--- config.mk ---
export PLATFORM = sky130hd
export DESIGN_NAME = sthm_front
export DESIGN_NICKNAME = d
export VERILOG_FILES = /design/src/sthm_pkg.sv /design/src/sthm_front.sv
export SDC_FILE = /design/constraint.sdc
export NUM_CORES = 1
export LEC_CHECK = 0
export BUFFER_PORTS_ARGS = -buffer_cell sky130_fd_sc_hd__buf_2
export CAP_MARGIN = 20
export CORE_ASPECT_RATIO = 0.8
export CORE_MARGIN = 2
export CORE_UTILIZATION = 52
export DETAILED_ROUTE_END_ITERATION = 12
export GPL_TIMING_DRIVEN = 0
export PLACE_DENSITY = 0.8
export SKIP_CTS_REPAIR_TIMING = 1
export SLEW_MARGIN = 5
export SYNTH_ARGS = -nofsm -noshare
export SYNTH_HDL_FRONTEND = slang
export SYNTH_SLANG_ARGS = --single-unit
--- constraint.sdc ---
create_clock -name clock -period 6.03 [get_ports clock]
set_input_delay 0.3015 -clock clock [delete_from_list [all_inputs] [get_ports clock]]
set_output_delay 0.3015 -clock clock [all_outputs]
set_load 0.02 [all_outputs]
--- src/sthm_pkg.sv ---
`default_nettype none
// ----------------------------------------------------------------------------
// sthm_pkg
// Types and constants shared by the open-addressing hash table modules.
// ----------------------------------------------------------------------------
package sthm_pkg;

   localparam int unsigned CAPACITY   = 1024;
   localparam int unsigned GROUP_SIZE = 8;
   localparam int unsigned KEY_BITS   = 64;
   localparam int unsigned VALUE_BITS = 64;

   localparam int unsigned SLOT_BITS  = $clog2(CAPACITY);
   localparam int unsigned GRP_BITS   = $clog2(GROUP_SIZE);
   localparam int unsigned NUM_GROUPS = CAPACITY / GROUP_SIZE;
   localparam int unsigned GCNT_BITS  = $clog2(NUM_GROUPS + 1);
   localparam int unsigned COUNT_BITS = $clog2(CAPACITY + 1);
   localparam int unsigned FULL_LIMIT = (CAPACITY / 8) * 7;

   localparam logic [7:0] TAG_FRAG    = 8'h7F;
   localparam logic [7:0] TAG_DELETED = 8'b11111110;
   localparam logic [7:0] TAG_EMPTY   = 8'b11111111;

   typedef enum logic [1:0] {
      FUNC_FIND    = 2'd0,
      FUNC_INSERT  = 2'd1,
      FUNC_REPLACE = 2'd2,
      FUNC_DELETE  = 2'd3
   } func_type;

   typedef enum logic [2:0] {
      ST_FOUND     = 3'd0,
      ST_NOT_FOUND = 3'd1,
      ST_INSERTED  = 3'd2,
      ST_UPDATED   = 3'd3,
      ST_EXISTING  = 3'd4,
      ST_DELETED   = 3'd5,
      ST_FULL      = 3'd6
   } status_type;

   typedef struct packed {
      logic [1:0]  func;
      logic [63:0] key;
      logic [31:0] hash;
      logic [63:0] value;
   } req_type;

   typedef struct packed {
      logic [2:0]  status;
      logic [63:0] result_value;
      logic [9:0]  slot;
      logic [10:0] entry_count;
   } rsp_type;

   // Classified operation as passed from the front part to the back part.
   typedef struct packed {
      func_type               func;
      logic [KEY_BITS-1:0]    key;
      logic [6:0]             frag;
      logic [SLOT_BITS-1:0]   home;
      logic [VALUE_BITS-1:0]  value;
   } op_type;

endpackage
`default_nettype wire

--- src/sthm_front.sv ---
`default_nettype none
// ----------------------------------------------------------------------------
// sthm_front
// Accepts request items, splits the hash and queues classified operations.
// ----------------------------------------------------------------------------
module sthm_front (
   input  wire logic             clock,
   input  wire logic             reset,
   input  wire logic             req_valid,
   output logic                  req_stall,
   input  wire sthm_pkg::req_type req_data,
   output logic                  op_valid,
   input  wire logic             op_take,
   output sthm_pkg::op_type      op_data
);

   localparam int unsigned QDEPTH = 2;

   sthm_pkg::op_type q_ff [QDEPTH];
   logic             wr_ptr_ff, wr_ptr_in;
   logic             rd_ptr_ff, rd_ptr_in;
   logic [1:0]       cnt_ff, cnt_in;
   sthm_pkg::op_type op_new;
   logic             push, pop;

   always_comb begin
      op_new.func  = sthm_pkg::func_type'(req_data.func);
      op_new.key   = req_data.key[sthm_pkg::KEY_BITS-1:0];
      op_new.frag  = req_data.hash[6:0];
      op_new.home  = req_data.hash[7 +: sthm_pkg::SLOT_BITS];
      op_new.value = req_data.value[sthm_pkg::VALUE_BITS-1:0];
   end

   assign req_stall = (cnt_ff == 2'(QDEPTH));
   assign push      = req_valid && !req_stall;
   assign op_valid  = (cnt_ff != 2'd0);
   assign pop       = op_valid && op_take;
   assign op_data   = q_ff[rd_ptr_ff];

   always_comb begin
      wr_ptr_in = push ? ~wr_ptr_ff : wr_ptr_ff;
      rd_ptr_in = pop ? ~rd_ptr_ff : rd_ptr_ff;
      cnt_in    = cnt_ff + 2'(push) - 2'(pop);
   end

   always_ff @(posedge clock) begin
      if (reset) begin
         wr_ptr_ff <= 1'b0;
         rd_ptr_ff <= 1'b0;
         cnt_ff    <= 2'd0;
      end else begin
         wr_ptr_ff <= wr_ptr_in;
         rd_ptr_ff <= rd_ptr_in;
         cnt_ff    <= cnt_in;
      end
   end

   always_ff @(posedge clock) begin
      if (push) begin
         q_ff[wr_ptr_ff] <= op_new;
      end
   end

endmodule
`default_nettype wire

==> reports/metrics.cfg <==
[cts]
numClockSinks=299
clock_path_buffers=3
clkTransAtPathRegs_ns=0.06
cts_made_buffers=28
cts_tree=built
clock-root-buffer=clkbuf_16
insertion_delay_ns=0.53
h-tree-depth=1

[synthesis]
synth_warnings=0
synth.avg_cell_area_um2=22.6
synth_area_leader_cell=edfxtp_1
yosysUniqueCellTypes=20
synth_edf_count=294
synth_nets=651
synthArstFlopShare_pct=0
synth_top_area_share_pct=81.1
synth_area_leaders=edfxtp_1 (81%), mux2_2 (15%), buf_6 (1.6%), dfxtp_1 (0.92%), ha_1 (0.23%)
synth_flop_cell=edfxtp_1
ys_ff_latch=299
syn_area_mm2=0.0109
postSynthCellCount=483
yosysSeqAreaShare_pct=82.0

[final_layout]
nets=1130
finalNonFillerCells=1252
diodes=0
finish.instance_area_mm2=0.0152
drive_above_1_share_pct=51.7
syn2layout_area_growth_pct=39.2

[die]
ioPinCount=315
start_util_pct=52.8
die_w_um=166
die_y_um=133
dieArea_mm2=0.0221
coreArea_mm2=0.0206
num_rows=47

[route]
avgRoutedWirePerCell_um=20.0
wl_um=25100
ant_nets=0
vias_per_cell=5.10
post-route-drc-count=0
drt-initial-drc-count=501
drt_first_pass_iters=5
vias=6383

[run]
cap_violations=0

[sta]
setup-tns-final_ns=0
slew-limit-headroom_pct=58.6
period_minus_slack_ns=2.23
fmax_ghz=0.448
worst_pin_slew_ns=0.622
post-route-period-util_pct=37.0
finalClockSkew_ns=0.0130
rsz0062_at_grt=false
hold_slack_ns=0.00808
finalHoldViolCount=0
setup_violations=0
maxSlewViolCount=0

[power_and_ir_drop]
ir_drop_mv=0.343
p_per_area_mw_per_mm2=395
cellLeakagePower_uw=0.00576

[global_route]
grt_pass1_vias=5994
grt_max_degree=88
antenna_found_initial=0
gr-usage-all-layers_pct=18.5
gr-total-overflow=0
grt_pass1_wl_um=31900

[setup_path]
max_stage_delay_ns=0.42
crit_family=buffers and inverters
arrival_ns=2.39
critPathCaptureType=flip-flop
path_cells=nand2b_2 -> inv_2 -> or3_1 -> inv_8 -> buf_16
startpoint_type=flip-flop
cp_data_required_time_ns=6.19
critical_path.max_fanout=87
path_class=flip-flop to flip-flop
crit_path_top_delay_cell=or3_1
critPathBufInv=3

[run_status]
status=complete, no violations

[min_path]
hp-class=primary input to flip-flop

[placed_design]
dp_cells=1054
gp_congestion=0.753
hpwlAfterDp_um=14300
place_area_mm2=0.0128
port_buffers=299

[placed cells by master (no fill, tap or decap), drive strengths merged, types with 2 or more instances in the layout]
cell type / Yosys / layout
buf: 16 / 318
bufinv: 0 / 2
clkbuf: 0 / 35
clkinv: 0 / 13
dfxtp: 5 / 5
dlygate4sd3: 0 / 147
edfxtp: 294 / 294
ha: 2 / 2
inv: 4 / 4
mux2: 147 / 147
nor2: 3 / 3
xnor2: 2 / 2
[logic make-up (layout without fill, tap and decap cells)]
kind of cell | count (synthesis) | count (layout) | synth area share, %
compound gates | 3 | 3 | 0.161
xor+xnor | 3 | 3 | 0.241
fa+ha+maj | 2 | 2 | 0.230
buf+inv | 20 | 520 | 1.73
flops | 299 | 299 | 82.0
mux | 147 | 147 | 15.2
simple gates | 9 | 9 | 0.460
[sequential cells by signal, summed over array words and instances (netlist names), named ones only]
name	flops
cnt_ff	2
q_ff	294
rd_ptr_ff	1
wr_ptr_ff	1
[layout make-up]
| class | count | area (um2) |
|---|---|---|
| Tap cell | 269 | 337 |
| Buffer | 16 | 174 |
| Fill cell | 1149 | 5480 |
| Timing Repair Buffer | 449 | 3050 |
| Clock inverter | 16 | 124 |
| Multi-Input combinational cell | 164 | 1780 |
| Inverter | 4 | 22.5 |
| Clock buffer | 35 | 748 |
| Sequential cell | 299 | 8930 |
[layer usage]
layer / vias to the layer above / wire [um] / global-route usage, %
met5: - / 0 / 0
met4: 0 / 491 / 4.49
met3: 38 / 1970 / 6.92
met2: 321 / 13000 / 31.9
met1: 3137 / 9560 / 22.2
li1: 2887 / - / -
[report_power, final]
part | leakage (uW) | total [uW] | switching (uW) | internal [uW]
clock network | 0.000427 | 1680 | 721 | 960
registers | 0.00279 | 2640 | 65.3 | 2580
logic | 0.00254 | 1660 | 969 | 696
total | 0.00576 | 5990 | 1760 | 4230
[worst register-to-register path: cells and delay by family (launching register included)]
family                 cells  cell delay, ns
buffers and inverters      3            0.80
DFF                        1            0.37
and+or+nand+nor            2            0.58
[worst paths after layout]
path | startpoint | endpoint | slack, ns | cells past startpoint
max | cnt_ff[0] | q_ff[0][13] | 3.80 | 5
min reg2reg | wr_ptr_ff | wr_ptr_ff | 0.51 | 2
min | reset | wr_ptr_ff | 0.008 | 2
max reg2reg | cnt_ff[0] | q_ff[0][13] | 3.80 | 5
[synthesized netlist by cell type, types with 2 or more instances]
cell type,n
xnor2_1,2
nor2_1,3
dfxtp_1,5
edfxtp_1,294
buf_6,15
mux2_2,147
ha_1,2
inv_1,3
[through the flow]
step / total power, uW / util, % / setup WS [ns]
after floorplan: 3750 / - / 1.80
after global placement: 4240 / 61.6 / 0.312
after detailed placement: 4250 / 62.1 / 3.79
after CTS: 5920 / 66.3 / 3.78
after global routing: 6200 / 73.5 / 3.68
final: 5990 / 73.5 / 3.80
Note: power is estimated with default switching activity, not from simulation.
